==> config.mk <==
export PLATFORM = sky130hd
export DESIGN_NAME = shell_command_tokenizer_top
export DESIGN_NICKNAME = d
export VERILOG_FILES = /design/src/design/stt_pkg.sv /design/src/design/stt_front.sv /design/src/design/stt_fifo.sv /design/src/design/stt_back.sv /design/src/design/shell_command_tokenizer_top.sv
export SDC_FILE = /design/constraint.sdc
export NUM_CORES = 1
export LEC_CHECK = 0
export BUFFER_PORTS_ARGS = -buffer_cell sky130_fd_sc_hd__buf_2
export CAP_MARGIN = 40
export CORE_MARGIN = 2
export CORE_UTILIZATION = 56
export CTS_BUF_LIST = sky130_fd_sc_hd__clkbuf_8 sky130_fd_sc_hd__clkbuf_16
export CTS_CLUSTER_SIZE = 20
export DETAILED_ROUTE_END_ITERATION = 10
export HOLD_SLACK_MARGIN = 0.06
export PLACE_DENSITY = 0.76
export SLEW_MARGIN = 25
export SYNTH_ARGS = -nofsm -noshare
export SYNTH_HDL_FRONTEND = slang
export SYNTH_SLANG_ARGS = --single-unit
==> constraint.sdc <==
create_clock -name i_clk -period 4.5 [get_ports i_clk]
set_input_delay 0.45 -clock i_clk [delete_from_list [all_inputs] [get_ports i_clk]]
set_output_delay 0.45 -clock i_clk [all_outputs]
set_load 0.01 [all_outputs]
==> src/design/stt_pkg.sv <==
// Shared types and character constants for the shell command tokenizer.
package stt_pkg;

    // Result kinds carried on the output tuser.
    typedef enum logic [1:0] {
        KIND_BYTE = 2'd0,
        KIND_END  = 2'd1,
        KIND_OK   = 2'd2,
        KIND_ERR  = 2'd3
    } t_kind;

    // Parser modes, one-hot.
    typedef enum logic [6:0] {
        MODE_BETWEEN   = 7'b0000001,
        MODE_WORD      = 7'b0000010,
        MODE_SQ        = 7'b0000100,
        MODE_SQ_CLOSED = 7'b0001000,
        MODE_SQ_BS     = 7'b0010000,
        MODE_SQ_BSQ    = 7'b0100000,
        MODE_DQ        = 7'b1000000
    } t_mode;

    localparam logic [7:0] CH_SQ  = 8'h27;
    localparam logic [7:0] CH_DQ  = 8'h22;
    localparam logic [7:0] CH_BSL = 8'h5C;

    localparam int unsigned MAX_RES = 3;

    typedef struct packed {
        t_kind      kind;
        logic [7:0] data;
    } t_res;

    // All results caused by one input item; cnt is 1 to 3 when queued.
    typedef struct packed {
        logic [1:0]             cnt;
        t_res [MAX_RES-1:0]     res;
    } t_bundle;

    // Queue status seen by the front and back parts.
    typedef struct packed {
        logic empty;
        logic full;
    } t_q_stat;

endpackage

==> src/design/stt_front.sv <==
// Front part: accepts input items, runs the quote parser and builds result bundles.
module stt_front (
    input  logic             i_clk,
    input  logic             i_rst_n,
    input  logic             i_valid,
    input  logic             i_action,
    input  logic [7:0]       i_ch,
    input  stt_pkg::t_q_stat i_q_stat,
    output logic             o_ready,
    output logic             o_push,
    output stt_pkg::t_bundle o_bundle
);

    stt_pkg::t_mode   r_mode;
    stt_pkg::t_mode   n_mode;
    logic             r_bsodd;
    logic             n_bsodd;
    logic             accept;
    logic             do_bare;
    logic             in_tok;
    stt_pkg::t_bundle bundle;

    function automatic logic is_ws(input logic [7:0] c);
        return (c == 8'h20) || (c == 8'h09) || (c == 8'h0A) || (c == 8'h0B) ||
               (c == 8'h0C) || (c == 8'h0D);
    endfunction

    // Appends one result to a bundle; a non-byte kind carries a zero byte.
    function automatic stt_pkg::t_bundle put(input stt_pkg::t_bundle b,
                                             input stt_pkg::t_kind k,
                                             input logic [7:0] v);
        stt_pkg::t_bundle r;
        r = b;
        r.res[r.cnt].kind = k;
        r.res[r.cnt].data = (k == stt_pkg::KIND_BYTE) ? v : 8'd0;
        r.cnt = r.cnt + 2'd1;
        return r;
    endfunction

    assign o_ready = !i_q_stat.full;
    assign accept  = i_valid && o_ready;

    always_comb begin
        bundle  = '0;
        n_mode  = r_mode;
        n_bsodd = r_bsodd;
        do_bare = 1'b0;
        in_tok  = 1'b1;
        if (i_action) begin
            unique case (r_mode) inside
                stt_pkg::MODE_WORD, stt_pkg::MODE_SQ_CLOSED: begin
                    bundle = put(bundle, stt_pkg::KIND_END, 8'd0);
                    bundle = put(bundle, stt_pkg::KIND_OK, 8'd0);
                end
                stt_pkg::MODE_SQ_BS: begin
                    bundle = put(bundle, stt_pkg::KIND_BYTE, stt_pkg::CH_BSL);
                    bundle = put(bundle, stt_pkg::KIND_END, 8'd0);
                    bundle = put(bundle, stt_pkg::KIND_OK, 8'd0);
                end
                stt_pkg::MODE_SQ_BSQ: begin
                    bundle = put(bundle, stt_pkg::KIND_BYTE, stt_pkg::CH_BSL);
                    bundle = put(bundle, stt_pkg::KIND_ERR, 8'd0);
                end
                stt_pkg::MODE_SQ, stt_pkg::MODE_DQ: begin
                    bundle = put(bundle, stt_pkg::KIND_ERR, 8'd0);
                end
                default: begin
                    bundle = put(bundle, stt_pkg::KIND_OK, 8'd0);
                end
            endcase
            n_mode  = stt_pkg::MODE_BETWEEN;
            n_bsodd = 1'b0;
        end else begin
            unique case (r_mode)
                stt_pkg::MODE_WORD: begin
                    do_bare = 1'b1;
                end
                stt_pkg::MODE_SQ: begin
                    if (i_ch == stt_pkg::CH_SQ) begin
                        n_mode = stt_pkg::MODE_SQ_CLOSED;
                    end else begin
                        bundle = put(bundle, stt_pkg::KIND_BYTE, i_ch);
                    end
                end
                stt_pkg::MODE_SQ_CLOSED: begin
                    if (i_ch == stt_pkg::CH_BSL) begin
                        n_mode = stt_pkg::MODE_SQ_BS;
                    end else begin
                        do_bare = 1'b1;
                    end
                end
                stt_pkg::MODE_SQ_BS: begin
                    if (i_ch == stt_pkg::CH_SQ) begin
                        n_mode = stt_pkg::MODE_SQ_BSQ;
                    end else begin
                        bundle  = put(bundle, stt_pkg::KIND_BYTE, stt_pkg::CH_BSL);
                        do_bare = 1'b1;
                    end
                end
                stt_pkg::MODE_SQ_BSQ: begin
                    if (i_ch == stt_pkg::CH_SQ) begin
                        bundle = put(bundle, stt_pkg::KIND_BYTE, stt_pkg::CH_SQ);
                    end else begin
                        bundle = put(bundle, stt_pkg::KIND_BYTE, stt_pkg::CH_BSL);
                        bundle = put(bundle, stt_pkg::KIND_BYTE, i_ch);
                    end
                    n_mode = stt_pkg::MODE_SQ;
                end
                stt_pkg::MODE_DQ: begin
                    if ((i_ch == stt_pkg::CH_DQ) && !r_bsodd) begin
                        n_mode  = stt_pkg::MODE_WORD;
                        n_bsodd = 1'b0;
                    end else begin
                        bundle  = put(bundle, stt_pkg::KIND_BYTE, i_ch);
                        n_bsodd = (i_ch == stt_pkg::CH_BSL) ? !r_bsodd : 1'b0;
                    end
                end
                default: begin
                    do_bare = 1'b1;
                    in_tok  = 1'b0;
                end
            endcase
        end

        // Handling of a byte that stands outside any quote.
        if (do_bare) begin
            if (is_ws(i_ch)) begin
                if (in_tok) begin
                    bundle = put(bundle, stt_pkg::KIND_END, 8'd0);
                end
                n_mode = stt_pkg::MODE_BETWEEN;
            end else if (i_ch == stt_pkg::CH_SQ) begin
                n_mode = stt_pkg::MODE_SQ;
            end else if (i_ch == stt_pkg::CH_DQ) begin
                n_mode  = stt_pkg::MODE_DQ;
                n_bsodd = 1'b0;
            end else begin
                bundle = put(bundle, stt_pkg::KIND_BYTE, i_ch);
                n_mode = stt_pkg::MODE_WORD;
            end
        end
    end

    assign o_push   = accept && (bundle.cnt != 2'd0);
    assign o_bundle = bundle;

    always_ff @(posedge i_clk) begin
        if (!i_rst_n) begin
            r_mode  <= stt_pkg::MODE_BETWEEN;
            r_bsodd <= 1'b0;
        end else if (accept) begin
            r_mode  <= n_mode;
            r_bsodd <= n_bsodd;
        end
    end

`ifndef SYNTH
    a_end_resets_mode: assert property (@(posedge i_clk) disable iff (!i_rst_n)
        (accept && i_action) |=> (r_mode == stt_pkg::MODE_BETWEEN) && !r_bsodd)
        else $error("end of command did not return the parser to its reset mode");

    a_bsodd_only_in_dq: assert property (@(posedge i_clk) disable iff (!i_rst_n)
        r_bsodd |-> (r_mode == stt_pkg::MODE_DQ))
        else $error("backslash parity set outside a double-quoted section");

    a_end_has_result: assert property (@(posedge i_clk) disable iff (!i_rst_n)
        (accept && i_action) |-> o_push)
        else $error("end of command produced no status result");
`endif

endmodule

==> src/design/stt_fifo.sv <==
// Short queue of result bundles between the parser and the output serializer.
module stt_fifo #(
    parameter int unsigned DEPTH = 4
) (
    input  logic             i_clk,
    input  logic             i_rst_n,
    input  logic             i_push,
    input  stt_pkg::t_bundle i_wdata,
    input  logic             i_pop,
    output stt_pkg::t_bundle o_rdata,
    output stt_pkg::t_q_stat o_stat
);

    localparam int unsigned PW = (DEPTH > 1) ? $clog2(DEPTH) : 1;
    localparam int unsigned CW = $clog2(DEPTH + 1);
    localparam logic [PW-1:0] LAST_PTR = PW'(DEPTH - 1);
    localparam logic [CW-1:0] FULL_CNT = CW'(DEPTH);

    stt_pkg::t_bundle r_mem [DEPTH];
    logic [PW-1:0]    r_wptr;
    logic [PW-1:0]    r_rptr;
    logic [CW-1:0]    r_count;

    assign o_stat.empty = (r_count == '0);
    assign o_stat.full  = (r_count == FULL_CNT);
    assign o_rdata      = r_mem[r_rptr];

    always_ff @(posedge i_clk) begin
        if (i_push) begin
            r_mem[r_wptr] <= i_wdata;
        end
    end

    always_ff @(posedge i_clk) begin
        if (!i_rst_n) begin
            r_wptr  <= '0;
            r_rptr  <= '0;
            r_count <= '0;
        end else begin
            if (i_push) begin
                r_wptr <= (r_wptr == LAST_PTR) ? '0 : r_wptr + 1'b1;
            end
            if (i_pop) begin
                r_rptr <= (r_rptr == LAST_PTR) ? '0 : r_rptr + 1'b1;
            end
            if (i_push && !i_pop) begin
                r_count <= r_count + 1'b1;
            end else if (!i_push && i_pop) begin
                r_count <= r_count - 1'b1;
            end
        end
    end

`ifndef SYNTH
    a_no_overflow: assert property (@(posedge i_clk) disable iff (!i_rst_n)
        !(i_push && o_stat.full))
        else $error("bundle pushed into a full queue");

    a_no_underflow: assert property (@(posedge i_clk) disable iff (!i_rst_n)
        !(i_pop && o_stat.empty))
        else $error("bundle popped from an empty queue");

    a_count_bound: assert property (@(posedge i_clk) disable iff (!i_rst_n)
        r_count <= FULL_CNT)
        else $error("queue occupancy beyond its depth");
`endif

endmodule

==> src/design/stt_back.sv <==
// Back part: sends the results of the head bundle one transfer at a time.
module stt_back (
    input  logic             i_clk,
    input  logic             i_rst_n,
    input  stt_pkg::t_q_stat i_q_stat,
    input  stt_pkg::t_bundle i_bundle,
    input  logic             i_m_tready,
    output logic             o_pop,
    output logic             o_m_tvalid,
    output logic [7:0]       o_m_tdata,   // [7:0] out_byte
    output logic [1:0]       o_m_tuser,   // [1:0] kind
    output logic             o_m_tlast
);

    logic [1:0]     r_idx;
    logic           xfer;
    logic           is_last;
    stt_pkg::t_res  cur;

    assign o_m_tvalid = !i_q_stat.empty;
    assign cur        = i_bundle.res[r_idx];
    assign is_last    = (r_idx == (i_bundle.cnt - 2'd1));
    assign xfer       = o_m_tvalid && i_m_tready;
    assign o_pop      = xfer && is_last;
    assign o_m_tdata  = cur.data;
    assign o_m_tuser  = cur.kind;
    assign o_m_tlast  = is_last;

    always_ff @(posedge i_clk) begin
        if (!i_rst_n) begin
            r_idx <= 2'd0;
        end else if (xfer) begin
            r_idx <= is_last ? 2'd0 : r_idx + 2'd1;
        end
    end

`ifndef SYNTH
    a_idx_in_bundle: assert property (@(posedge i_clk) disable iff (!i_rst_n)
        o_m_tvalid |-> (r_idx < i_bundle.cnt))
        else $error("result index points past the head bundle");

    a_idx_idle_zero: assert property (@(posedge i_clk) disable iff (!i_rst_n)
        !o_m_tvalid |-> (r_idx == 2'd0))
        else $error("result index not at start while the queue is empty");

    a_idx_steps: assert property (@(posedge i_clk) disable iff (!i_rst_n)
        (xfer && !is_last) |=> (r_idx == $past(r_idx) + 2'd1))
        else $error("result index did not advance after a middle transfer");
`endif

endmodule

==> src/design/shell_command_tokenizer_top.sv <==
// Top level of the shell command tokenizer: parser, bundle queue and output serializer.
// Results of an accepted item are registered in the queue and reach the master side from its head.
// Throughput: one item per cycle while each item causes at most one result and i_m_tready
// is high; an item that causes k results holds the output for k transfers, and the queue of
// QUEUE_DEPTH bundles absorbs such bursts before the slave side stalls.
// Reset: synchronous and active low; it empties the queue and returns the parser to between tokens.
module shell_command_tokenizer_top #(
    parameter int unsigned QUEUE_DEPTH = 4
) (
    input  logic        i_clk,
    input  logic        i_rst_n,
    // Input stream: one command byte or an end-of-command marker per transfer.
    input  logic        i_s_tvalid,
    output logic        o_s_tready,
    input  logic [7:0]  i_s_tdata,   // [7:0] ch
    input  logic        i_s_tuser,   // [0] action (1 marks end of command)
    // Output stream: one result per transfer.
    output logic        o_m_tvalid,
    input  logic        i_m_tready,
    output logic [7:0]  o_m_tdata,   // [7:0] out_byte (zero unless kind is a token byte)
    output logic [1:0]  o_m_tuser,   // [1:0] kind
    output logic        o_m_tlast    // last result caused by one input item
);

    // The front part classifies each accepted byte and produces a bundle holding every
    // result it causes. Items that cause no result, such as whitespace between tokens or
    // an opening quote, leave the queue untouched.
    stt_pkg::t_q_stat q_stat;
    stt_pkg::t_bundle push_bundle;
    stt_pkg::t_bundle head_bundle;
    logic             push;
    logic             pop;

    stt_front u_front (
        .i_clk    (i_clk),
        .i_rst_n  (i_rst_n),
        .i_valid  (i_s_tvalid),
        .i_action (i_s_tuser),
        .i_ch     (i_s_tdata),
        .i_q_stat (q_stat),
        .o_ready  (o_s_tready),
        .o_push   (push),
        .o_bundle (push_bundle)
    );

    // The queue separates the two sides, so the parser keeps taking bytes while an earlier
    // bundle still waits on the output.
    stt_fifo #(
        .DEPTH (QUEUE_DEPTH)
    ) u_fifo (
        .i_clk   (i_clk),
        .i_rst_n (i_rst_n),
        .i_push  (push),
        .i_wdata (push_bundle),
        .i_pop   (pop),
        .o_rdata (head_bundle),
        .o_stat  (q_stat)
    );

    // The back part walks through the head bundle and pops it after its last transfer.
    stt_back u_back (
        .i_clk      (i_clk),
        .i_rst_n    (i_rst_n),
        .i_q_stat   (q_stat),
        .i_bundle   (head_bundle),
        .i_m_tready (i_m_tready),
        .o_pop      (pop),
        .o_m_tvalid (o_m_tvalid),
        .o_m_tdata  (o_m_tdata),
        .o_m_tuser  (o_m_tuser),
        .o_m_tlast  (o_m_tlast)
    );

endmodule
; ---- Yosys cells after proc, flatten, opt, wreduce, memory -nomap -nowiden
; Memory sizes are Yosys's and may differ from the RTL's. A register that Yosys moved wholly into a read port is not among the register bits.
; Cells that the tools add are included.
[totals]
ff_bits = 17
ramBits = 128
memories = 1
[classes]
n_addsub = 7
magnitude_cmp = 3
eq_ne = 23
mux = 55
n_reduce_logical = 27
[mem_list]
columns = memory, depth, word_bits, read_ports, rd_clocked_by_memory_dff, wr, line_no
row1 = u_fifo.r_mem, 4, 32, 1, 1, 1, stt_fifo.sv:19  ; stt_pkg::t_bundle r_mem [DEPTH];
[ops]
columns = op, n
row1 = $pmux 32 s4, 2
row2 = $mux 32, 7
row3 = $bwmux 30, 4
row4 = $mux 31, 3
row5 = $mux 7, 9
row6 = $demux 10 s2, 2
row7 = $eq 8x4->1 const B, 5
row8 = $pmux 7 s5, 1
row9 = $eq 8x6->1 const B, 3
row10 = $bmux 10 s2, 1
row11 = $mux 10, 2
row12 = $ne 4x3->1 const B, 4
row13 = $mux 1, 15
row14 = $mux 2, 5
row15 = $add 2x1->2 const B, 4
row16 = $eq 8x7->1 const B, 1
row17 = $logic_and 1x1->1, 8
row18 = $mux 8, 1
row19 = $eq 7x2->1 const B, 1
row20 = $eq 7x3->1 const B, 1
row21 = $eq 7x4->1 const B, 1
row22 = $eq 7x5->1 const B, 1
row23 = $eq 7x6->1 const B, 1
row24 = $eq 7x7->1 const B, 1
row25 = other kinds (19), 32

; ---- Depth between registers and ports, before layout
; Gate-level depths: netlist of the first run.
[depth]
word_depth = 21
depth_mapped = 16
depth_no_buf = 15

; ---- Hierarchy
; A second synthesis of the first run with hierarchy kept.
[hier_totals]
hier_cells = 472
hier_area_um2 = 6882.9
[modules_own_cells]
columns = mod, instances, cells_per_inst, area_per_inst_um2
row1 = stt_fifo, 1, 211, 5116.2
row2 = stt_front, 1, 210, 1418.9
row3 = stt_back, 1, 51, 347.8

; ---- Worst setup path after synthesis of the first run
; OpenSTA, ideal clock, no wires.
[synth_path]
kind = input to register
start = input port i_s_tdata[3]
end = register u_fifo.r_count[2]
setup_ns = 0.071
t_arrival_ns = 3.953
required_ns = 4.429
path_slack_ns = 0.477
cell_stages = 16
n_path_buf = 1
cell_sequence = buf_4 -> or4b_1 -> or2_1 -> o21ai_2 -> o211ai_1 -> nand2_1 -> inv_1 -> ha_1 -> o2111a_1 -> a311oi_4 -> ha_1 -> inv_1 -> fa_1 -> xor2_1 -> or3_1 -> a21oi_1
[synth_via]
elab_chain_cells = 15
[synth_lines]
columns = element, line_no
row1 = "start, declared", shell_command_tokenizer_top.sv:15  ; input logic [7:0] i_s_tdata,
row2 = $eq 8x6->1, "stt_front.sv:110, stt_front.sv:134"
row3 = $logic_and 1x1->1, stt_front.sv:110  ; if ((i_ch == stt_pkg::CH_DQ) && !r_bsodd) begin
row4 = $mux 31, stt_front.sv:110
row5 = $pmux 32 s4, stt_front.sv:74  ; unique case (r_mode)
row6 = $mux 32, stt_front.sv:49  ; if (i_action) begin
row7 = $add 2x1->2, stt_front.sv:36  ; r.cnt = r.cnt + 2'd1;
row8 = $mux 32, stt_front.sv:134  ; end else if (i_ch == stt_pkg::CH_DQ) begin
row9 = $mux 32, stt_front.sv:132  ; end else if (i_ch == stt_pkg::CH_SQ) begin
row10 = $mux 32, stt_front.sv:127  ; if (is_ws(i_ch)) begin
row11 = $mux 32 (*), stt_front.sv:126  ; if (do_bare) begin
row12 = $reduce_bool 2->1 (*), stt_front.sv:144  ; assign o_push = accept && (bundle.cnt != 2'd0);
row13 = $logic_and 1x1->1 (*), stt_front.sv:144
row14 = net push, shell_command_tokenizer_top.sv:31  ; logic push;
row15 = $logic_not 1->1, stt_fifo.sv:48  ; end else if (!i_push && i_pop) begin
row16 = $logic_and 1x1->1, stt_fifo.sv:48
row17 = $reduce_bool 2->1 (no line), -
row18 = "end signal, assigned", stt_fifo.sv:47  ; r_count <= r_count + 1'b1;
row19 = "end signal, assigned", stt_fifo.sv:49  ; r_count <= r_count - 1'b1;
row20 = "end, declared", stt_fifo.sv:22  ; logic [CW-1:0] r_count;
; Mark *: on every way through the listed nets, which the timed path passes. The rest lies on a longest branch.
; A chain may end at the register's enable or synchronous reset.

; ---- Worst setup path after layout of the first run
[layout_path]
start = register u_front.r_mode[5]
end = register u_fifo.r_count[2]
[layout_via]
elab_chain_cells = 14
[layout_lines]
columns = element, line_no
row1 = "start, declared", stt_front.sv:14  ; stt_pkg::t_mode r_mode;
row2 = "start signal, assigned", stt_front.sv:149  ; r_mode <= stt_pkg::MODE_BETWEEN;
row3 = "start signal, assigned", stt_front.sv:152  ; r_mode <= n_mode;
row4 = "$eq 7x7->1, or another cell as far along", stt_front.sv:74
row5 = $reduce_or 2->1, stt_front.sv:50  ; unique case (r_mode) inside
row6 = $pmux 32 s4, stt_front.sv:50
row7 = $mux 32, stt_front.sv:49
row8 = $add 2x1->2, stt_front.sv:36
row9 = $mux 32, stt_front.sv:134
row10 = $mux 32, stt_front.sv:132
row11 = $mux 32, stt_front.sv:127
row12 = $mux 32 (*), stt_front.sv:126
row13 = $reduce_bool 2->1 (*), stt_front.sv:144
row14 = $logic_and 1x1->1 (*), stt_front.sv:144
row15 = net push, shell_command_tokenizer_top.sv:31
row16 = $logic_not 1->1, stt_fifo.sv:48
row17 = $logic_and 1x1->1, stt_fifo.sv:48
row18 = $reduce_bool 2->1 (no line), -
; Marks and branches as above.

==> flow_summary.toml, run 1 <==
[outcome]
status = "finished clean"

[finish]
n_fill_cell = 855
drive_above_1_share = 0.2186
areaGrowthSynthToFinish_pct = 13.46
antenna_cells = 0
final_area_um2 = 7720
final_net_count = 527

[critical_path]
rrSetupSlack_ps = 370
critPathLaunchType = "register"
crit_slowest_cell = "dfxtp_1"
cp_cell_sequence = "xnor2_1 > a211oi_1 > a21oi_1 > or4_1 > or2_0 > ha_1 > o2111a_1 > a311oi_4 > ha_1 > inv_1 > fa_1 > xor2_1 > or3_1 > a21oi_1"
worst-path-max-fanout = 14
endpoint_kind = "register"
required_ps = 4840
rr_startpoint = "u_front.r_mode[5]$_SDFFE_PN0P_"
slowest_delay_ps = 610
r2r_cells = 14
arrival_ps = 4470
critical_path_class = "reg -> reg"
path_delay_family = "simple AND/OR/NAND/NOR gates"
worst-path-buf-inv = 1
r2r_end = "u_fifo.r_count[2]$_SDFFE_PN0P_"

[sta]
relSlewSlack = 0.5626
tightest_slew_ps = 655.2
fmax_mhz = 242.1
finalClockSkew_ps = 13.59
setup_viol = 0
rsz0062_at_grt = "false"
finalCriticalPeriod_ps = 4131
final.setup.tns_ps = 0
setup_slack_ps = 369.1
hold_viol = 0
finalCritPeriodShare = 0.9180
drv_slew = 0

[floorplanning]
fp.coreArea_um2 = 11910
start_util = 0.5712
dieArea_um2 = 13050
top_level_ports = 26
die_y_um = 114.2
rows = 40
die_w_um = 114.2

[detailed_routing]
detail_route.wl_per_cell_um = 22.24
routed_wirelength_um = 14770
viasPerCell = 6.304
dr.first_iter.drc_count = 379
dr.pass1.iters = 5
drc = 0
vias = 4186
antenna_left = 0

[worst_hold_path]
hold_path_end = "u_front.r_mode[0]$_SDFFE_PN1P_"
hp-class = "in -> reg"
min_from = "i_rst_n"
hold-path-cell-count = 2

[global_routing]
grtUsageTotal = 0.2421
grt_pass1_wl_um = 23130
grt_max_degree = 33
grt_pass1_vias = 4138
grt_overflow_total = 0
antenna_found_initial = 0

[clock_network]
cts_resized = 0
cts.path.max_buffers = 2
clk_latency_ps = 420
cts_buffers = 17
cts.sinks = 147
htree_levels = 4
cts_root_buf = "clkbuf_16"
clk_pin_slew_ps = 60
hold_buffers = 0
cts_setup_buffers = 0
cts_tree = "built"

[yosys]
synth_area_leaders = "edfxtp_1 (56%), mux4_2 (11%), dfxtp_1 (5.6%)"
synth_most_common_cell = "edfxtp_1"
synth_commonest_cells = "edfxtp_1 (128), mux4_2 (32), nor2_1 (29), inv_1 (24), nand2_1 (23)"
netlist_area_um2 = 6804
synth_edf_count = 128
ys.warnings.count = 0
synthMuxAreaShare = 0.1280
yosys_register_bits = 147
ys.flop_type = "edfxtp_1"
asyncSetResetFlopFracSynth = 0
synth_top_area_frac = 0.5649
ys_types = 64
synth_cells = 474
syn_area_per_cell_um2 = 14.35
synthXorXnorAreaFrac = 0.01159
synth_top_family_by_area = "multiplexers"
synth_fp_nets = 497
synth_area_leader_cell = "edfxtp_1"
synthAdderAreaFrac = 0.01949
synthSimpleGateAreaFrac = 0.1050
yosysSeqAreaShare = 0.6208
synth_compound_area_frac = 0.08404

[placed_design]
dp_slack_ps = 329.3
post-dp-hpwl_um = 9546
io_buffers = 25
place_area_um2 = 7087
gp_congestion = 0.8958

[pwr]
ir_worst_vdd_uv = 472.7
power.density_nw_per_um2 = 501.0
p_leak_uw = 0.002746

[job]
cap_violations = 0
==> sequential cells by signal (all words and copies together) (netlist names), named ones only <==
register and cells:
u_fifo.r_mem 128, u_front.r_mode 7, u_fifo.r_count 3, u_back.r_idx 2, u_fifo.r_rptr 2, u_fifo.r_wptr 2
u_front.r_bsodd 1
==> stage by stage <==
stage                     hold slack, ps    util  instances  total power (uW)
after global routing               269.0  0.6481        664              4005
after detailed placement           482.8  0.5950        632              2387
after floorplan                    463.4       -        474              2163
after CTS                          261.4  0.6481        664              3890
final                              294.3  0.6481        664              3867
after global placement             472.7  0.5950        632              2355
==> worst max path at each step <==
stage / end / cells past startpoint / from
2_1_floorplan: u_fifo.r_count[2]$_SDFFE_PN0P_ / 16 / i_s_tdata[3]
4_1_cts: u_fifo.r_count[2]$_SDFFE_PN0P_ / 14 / u_front.r_mode[5]$_SDFFE_PN0P_
5_1_grt: u_fifo.r_count[2]$_SDFFE_PN0P_ / 14 / u_front.r_mode[5]$_SDFFE_PN0P_
3_3_place_gp: u_fifo.r_count[2]$_SDFFE_PN0P_ / 16 / i_s_tdata[0]
3_5_place_dp: u_fifo.r_count[2]$_SDFFE_PN0P_ / 16 / i_s_tdata[0]
6_report: u_fifo.r_count[2]$_SDFFE_PN0P_ / 14 / u_front.r_mode[5]$_SDFFE_PN0P_
==> layout make-up <==
type / count / area (um^2) / share of cell area
Clock buffer: 19 / 452.9 / 0.05867
Clock inverter: 13 / 180.2 / 0.02334
Inverter: 25 / 93.84 / 0.01216
Multi-Input combinational cell: 276 / 2369 / 0.3068
Sequential cell: 147 / 4225 / 0.5473
Tap cell: 147 / 183.9 / 0.02382
Timing Repair Buffer: 37 / 215.2 / 0.02788
==> routing by layer <==
layer / wire length, um / global-route usage / share of wire / up-vias
li1: - / - / - / 1904
met1: 6288 / 0.3130 / 0.43 / 2112
met2: 7480 / 0.4028 / 0.51 / 140
met3: 641 / 0.05770 / 0.043 / 30
met4: 359 / 0.08943 / 0.024 / 0
met5: 0 / 0 / 0 / -
==> logic make-up after synthesis <==
kind of cell | count (synthesis)
buffers and inverters | 51
multiplexers | 47
flip-flops | 147
AND/OR/NAND/NOR | 130
adder cells (fa/ha/maj) | 10
XOR/XNOR | 9
AO/OA/AOI/OAI | 80
==> power breakdown <==
part	total (uW)	leakage [uW]	switching, uW	internal [uW]
sequential	1680	0.00135	70.6	1610
clock	1490	0.000305	536	955
combinational	700	0.00109	399	301
==> cells in the final DEF, fill, tap and decap left out, drive strengths merged, types with 6 or more instances in the layout <==
master / netlist / final
o22ai: 14 / 14
dfxtp: 19 / 19
ha: 9 / 9
o21ai: 14 / 14
nor2: 29 / 29
and3: 19 / 19
a211oi: 6 / 6
inv: 25 / 26
buf: 14 / 37
or3: 9 / 9
and2: 8 / 8
nor3: 11 / 11
clkbuf: 12 / 19
edfxtp: 128 / 128
mux2i: 15 / 15
nand3: 7 / 7
xor2: 6 / 6
a21oi: 17 / 17
mux4: 32 / 32
nand2: 23 / 23
a21o: 6 / 6
Note: power is estimated with default switching activity, not from simulation.
==> inputs of run 2 (changes only) <==
--- a/config.mk
+++ b/config.mk
@@ -13,7 +13,7 @@
 export CTS_CLUSTER_SIZE = 20
 export DETAILED_ROUTE_END_ITERATION = 10
 export HOLD_SLACK_MARGIN = 0.06
-export PLACE_DENSITY = 0.76
+export PLACE_DENSITY = 0.79
 export SLEW_MARGIN = 25
 export SYNTH_ARGS = -nofsm -noshare
 export SYNTH_HDL_FRONTEND = slang
==> constraint.sdc (replaced) <==
create_clock -name i_clk -period 3.5 [get_ports i_clk]
set_input_delay 0.175 -clock i_clk [delete_from_list [all_inputs] [get_ports i_clk]]
set_output_delay 0.175 -clock i_clk [all_outputs]
set_load 0.01 [all_outputs]
==> run 2 against run 1 <==
  * Clock power increased by 19%
  * Setup slack got worse by 320 ps
  * Via count increased by 6.2%
  * Global-route usage increased by 0.78 points
  * Sequential power increased by 27%
  * Routed wire length increased by 4.2%
  * First-iteration DRC count increased by 11%
  * Critical path depth unchanged
  * Final cell count increased by 5.4%
  * Register-to-register slack got worse by 320 ps
  * Largest cell class unchanged
==> flow_summary.toml, run 2 (synthesis results as in run 1) <==
[global_routing]
grt_overflow_total = 0
grtUsageTotal = 0.2500
antenna_found_initial = 0
grt_max_degree = 33
grt_pass1_vias = 4542
grt_pass1_wl_um = 23680

[critical_path]
cp_cell_sequence = "o21a_1 > a211oi_2 > a21oi_1 > or4_4 > or2_1 > ha_4 > o2111a_1 > a311oi_4 > ha_2 > inv_2 > fa_2 > xor2_1 > or3_1 > a21oi_1"
critical_path.startpoint = "u_front.r_mode[4]$_SDFFE_PN0P_"
worst-path-buf-inv = 1
r2r_end = "u_fifo.r_count[2]$_SDFFE_PN0P_"
rr_startpoint = "u_front.r_mode[4]$_SDFFE_PN0P_"
path_common_cell = "a21oi_1"
r2r_cells = 14
crit_slowest_cell = "or4_4"
path_delay_family = "compound AO/OA/AOI/OAI gates"
endpoint = "u_fifo.r_count[2]$_SDFFE_PN0P_"
slowest_delay_ps = 420
endpoint_kind = "register"
critPathLaunchType = "register"
arrival_ps = 3800
worst-path-max-fanout = 4
critical_path_class = "reg -> reg"
required_ps = 3850
cp_num_cells = 14
rrSetupSlack_ps = 50

[floorplanning]
top_level_ports = 26
dieArea_um2 = 13050
die_y_um = 114.2
start_util = 0.5712
rows = 40
fp.coreArea_um2 = 11910
die_w_um = 114.2

[sta]
rsz0062_at_grt = "true"
finalCriticalPeriod_ps = 3451
finalClockSkew_ps = 6.377
drv_slew = 0
fmax_mhz = 289.8
setup_viol = 0
finalCritPeriodShare = 0.9859
fin_hold_ws_ps = 198.6
tightest_slew_ps = 623.2
hold_viol = 0
relSlewSlack = 0.5813
setup_slack_ps = 49.26

[finish]
n_fill_cell = 816
regMostFlops = "u_fifo.r_mem"
layout_commonest_cell = "edfxtp_1"
fin_util = 0.6784
final_net_count = 564
final_cell_mix = "edfxtp_1 (128), buf_4 (43), mux4_2 (32)"
largest_reg_flops = 128
drive_above_1_share = 0.3056
largest_registers = "u_fifo.r_mem (128), u_front.r_mode (7), u_fifo.r_count (3)"
final_area_um2 = 8080
antenna_cells = 0
areaGrowthSynthToFinish_pct = 18.76

[placed_design]
gp_congestion = 0.9415
place_area_um2 = 7408
dp_slack_ps = -93.08
post-dp-hpwl_um = 9956
io_buffers = 25

[clock_network]
cts.path.max_buffers = 2
clk_pin_slew_ps = 60
cts_tree = "built"
htree_levels = 4
clk_latency_ps = 420
cts_buffers = 17
cts.sinks = 147
cts_root_buf = "clkbuf_16"

[detailed_routing]
dr.pass1.iters = 5
detail_route.wl_per_cell_um = 21.98
routed_wirelength_um = 15390
viasPerCell = 6.350
vias = 4445
antenna_left = 0
dr.first_iter.drc_count = 420
drc = 0

[worst_hold_path]
hp-class = "in -> reg"

[pwr]
p_leak_uw = 0.002949
ir_worst_vdd_uv = 373.9
power.density_nw_per_um2 = 605.6

[job]
cap_violations = 0

[outcome]
status = "finished clean"
[run 2: cell types whose count changed in the layout (fill, tap and decap cells not counted), moves of 3 or more]
cell / change
buf_4: +31
and2_1: -4
and2_2: +4
buf_12: +4
inv_6: +4
dfxtp_1: -3
[run 2: metal layers]
| layer | vias to the layer above | wire [um] | track usage |
|---|---|---|---|
| met2 | 198 | 8260 | 0.4365 |
| li1 | 1972 | - | - |
| met3 | 28 | 983 | 0.06564 |
| met1 | 2247 | 5896 | 0.3038 |
| met5 | - | 0 | 0 |
| met4 | 0 | 248 | 0.08374 |
[run 2: area by class of cell]
type | instances | area (um^2) | area share
flip-flops and latches | 147 | 4232 | 0.5237
multi-input cells | 276 | 2446 | 0.3027
repair buffers | 74 | 549.3 | 0.06798
clock buffers | 17 | 425.4 | 0.05265
well taps | 147 | 183.9 | 0.02276
clock inverters | 14 | 150.1 | 0.01858
inverters | 25 | 93.84 | 0.01161
[run 2: worst min-delay path by stage]
stage	from	to	slack [ps]	depth (start not counted)
after floorplan	i_rst_n	u_front.r_mode[0]$_SDFFE_PN1P_	250	1
after global placement	i_rst_n	u_front.r_mode[0]$_SDFFE_PN1P_	420	2
after detailed placement	i_rst_n	u_front.r_mode[0]$_SDFFE_PN1P_	430	2
after CTS	i_m_tready	u_back.r_idx[1]$_SDFFE_PN0P_	190	4
after global routing	i_m_tready	u_back.r_idx[1]$_SDFFE_PN0P_	230	4
final	i_m_tready	u_back.r_idx[1]$_SDFFE_PN0P_	200	4
[run 2: worst reg2reg max path: stages, from the launching register on]
cell and delay [ps]:
dfxtp_2 340, o21a_1 200, a211oi_2 220, a21oi_1 60
or4_4 420, or2_1 270, ha_4 230, o2111a_1 140
a311oi_4 300, ha_2 240, inv_2 40, fa_2 330
xor2_1 170, or3_1 310, a21oi_1 120
[run 2: timing repair]
action	4_1_cts	5_1_grt
hold endpoints to repair	2	0
endpoints found under the setup margin	0	1
resized for setup	0	16
buffers inserted	0	3
hold buffers	1	0
[run 2: per-stage QoR]
step,power [uW],instances,setup TNS [ps]
after floorplan,2786,474,-74.90
after global placement,3097,665,0
after detailed placement,3141,665,-93.08
after CTS,4912,697,0
after global routing,5083,700,-85.78
final,4893,700,0
[run 2: power breakdown]
| group | switching [uW] | total [uW] | internal [uW] |
|---|---|---|---|
| registers | 71.7 | 2140 | 2060 |
| clock network | 728 | 1780 | 1050 |
| logic | 537 | 975 | 438 |
==> inputs of run 3 (changes only) <==
--- a/config.mk
+++ b/config.mk
@@ -14,6 +14,7 @@
 export DETAILED_ROUTE_END_ITERATION = 10
 export HOLD_SLACK_MARGIN = 0.06
 export PLACE_DENSITY = 0.79
+export RECOVER_POWER = 100
 export SLEW_MARGIN = 25
 export SYNTH_ARGS = -nofsm -noshare
 export SYNTH_HDL_FRONTEND = slang
==> run 3 against run 2 <==
  * Clock skew decreased by 0.75 ps
  * Setup slack barely moved
  * Final area hardly changed
  * Sequential power about the same
  * Combinational power about the same
  * Sequential share of layout area is essentially flat
==> flow_summary.toml, run 3 (synthesis results as in run 1) <==
[finish]
largest_reg_flops = 128
regMostFlops = "u_fifo.r_mem"
largest_registers = "u_fifo.r_mem (128), u_front.r_mode (7), u_fifo.r_count (3)"
final_net_count = 564
final_area_um2 = 8079
areaGrowthSynthToFinish_pct = 18.74
drive_above_1_share = 0.3038
layout_commonest_cell = "edfxtp_1"
antenna_cells = 0
final_cell_mix = "edfxtp_1 (128), buf_4 (43), mux4_2 (32)"
n_fill_cell = 816
fin_util = 0.6783

[critical_path]
cp_cell_sequence = "o21a_1 > a211oi_2 > a21oi_1 > or4_4 > or2_1 > ha_4 > o2111a_1 > a311oi_4 > ha_2 > inv_2 > fa_2 > xor2_1 > or3_1 > a21oi_1"
required_ps = 3850
critPathLaunchType = "register"
arrival_ps = 3800
rrSetupSlack_ps = 50
endpoint_kind = "register"
slowest_delay_ps = 420
worst-path-max-fanout = 4
critical_path_class = "reg -> reg"
path_common_cell = "a21oi_1"
crit_slowest_cell = "or4_4"

[global_routing]
antenna_found_initial = 0
grtUsageTotal = 0.2500
grt_pass1_vias = 4542
grt_pass1_wl_um = 23680
grt_max_degree = 33
grt_overflow_total = 0

[detailed_routing]
dr.first_iter.drc_count = 420
vias = 4462
antenna_left = 0
detail_route.wl_per_cell_um = 21.97
drc = 0
dr.pass1.iters = 5
viasPerCell = 6.374
routed_wirelength_um = 15380

[floorplanning]
fp.coreArea_um2 = 11910
rows = 40
die_w_um = 114.2
start_util = 0.5712
top_level_ports = 26
die_y_um = 114.2
dieArea_um2 = 13050

[clock_network]
clk_latency_ps = 420
cts_buffers = 17
cts.path.max_buffers = 2
htree_levels = 4
clk_pin_slew_ps = 60
cts_root_buf = "clkbuf_16"
cts.sinks = 147
cts_tree = "built"

[sta]
hold_viol = 0
setup_viol = 0
tightest_slew_ps = 601.7
finalClockSkew_ps = 5.630
setup_slack_ps = 49.15
drv_slew = 0
relSlewSlack = 0.5958
rsz0062_at_grt = "true"
finalCriticalPeriod_ps = 3451
fmax_mhz = 289.8
finalCritPeriodShare = 0.9860

[placed_design]
io_buffers = 25
gp_congestion = 0.9415
post-dp-hpwl_um = 9956
dp_slack_ps = -93.08
place_area_um2 = 7408

[pwr]
ir_worst_vdd_uv = 374.4
power.density_nw_per_um2 = 605.4
p_leak_uw = 0.002948

[job]
cap_violations = 0

[worst_hold_path]
hp-class = "in -> reg"

[outcome]
status = "finished clean"
[run 3: power breakdown]
part	internal (uW)	switching (uW)	total, uW
clock network	1050	728	1780
registers	2060	71.6	2140
logic	437	537	974
total	3550	1340	4890
[run 3: worst max-delay path: cells and delay by family, from the launching register on]
kind                       cells  cell delay (ps)
DFF                            1              340
adders and majority gates      3              800
xor gates and xnor gates       1              170
buffers and inverters          1               40
AOI/OAI and AO/OA              6             1040
and+or+nand+nor                3             1000
[run 3: worst paths after layout]
path,start,to,cells past startpoint
setup / recovery,u_front.r_mode[4]$_SDFFE_PN0P_,u_fifo.r_count[2]$_SDFFE_PN0P_,14
hold / removal,i_m_tready,u_back.r_idx[1]$_SDFFE_PN0P_,4
setup reg to reg,u_front.r_mode[4]$_SDFFE_PN0P_,u_fifo.r_count[2]$_SDFFE_PN0P_,14
hold reg to reg,u_fifo.r_wptr[1]$_SDFFE_PN0P_,u_fifo.r_wptr[1]$_SDFFE_PN0P_,2
[run 3: timing repair]
item                       CTS  global route
hold buffers                 1             0
setup endpoints to repair    0             1
buffers inserted             0             3
hold endpoints to repair     2             0
gates resized for setup      0            16
[run 3: metal layers]
layer / vias to the layer above / GRT usage / wire, um
met2: 192 / 0.4365 / 8271
li1: 1971 / - / -
met4: 0 / 0.08374 / 262
met5: - / 0 / 0
met3: 30 / 0.06564 / 930
met1: 2269 / 0.3038 / 5916
[run 3: layout make-up]
cell class | instances | area [um^2] | share of cell area
well taps | 147 | 183.9 | 0.02277
multi-input cells | 276 | 2446 | 0.3028
inverters | 25 | 93.84 | 0.01162
clock inverters | 14 | 150.1 | 0.01858
flip-flops and latches | 147 | 4232 | 0.5238
clock buffers | 17 | 425.4 | 0.05266
repair buffers | 74 | 548.0 | 0.06783
[run 3: stage by stage]
step                      power [uW]  setup TNS, ps  std cells  hold slack (ps)
after floorplan                 2786         -74.90        474            246.8
after global placement          3097              0        665            424.2
after detailed placement        3141         -93.08        665            430.8
after CTS                       4912              0        697            191.0
after global routing            5082         -85.78        700            225.8
final                           4891              0        700            199.5
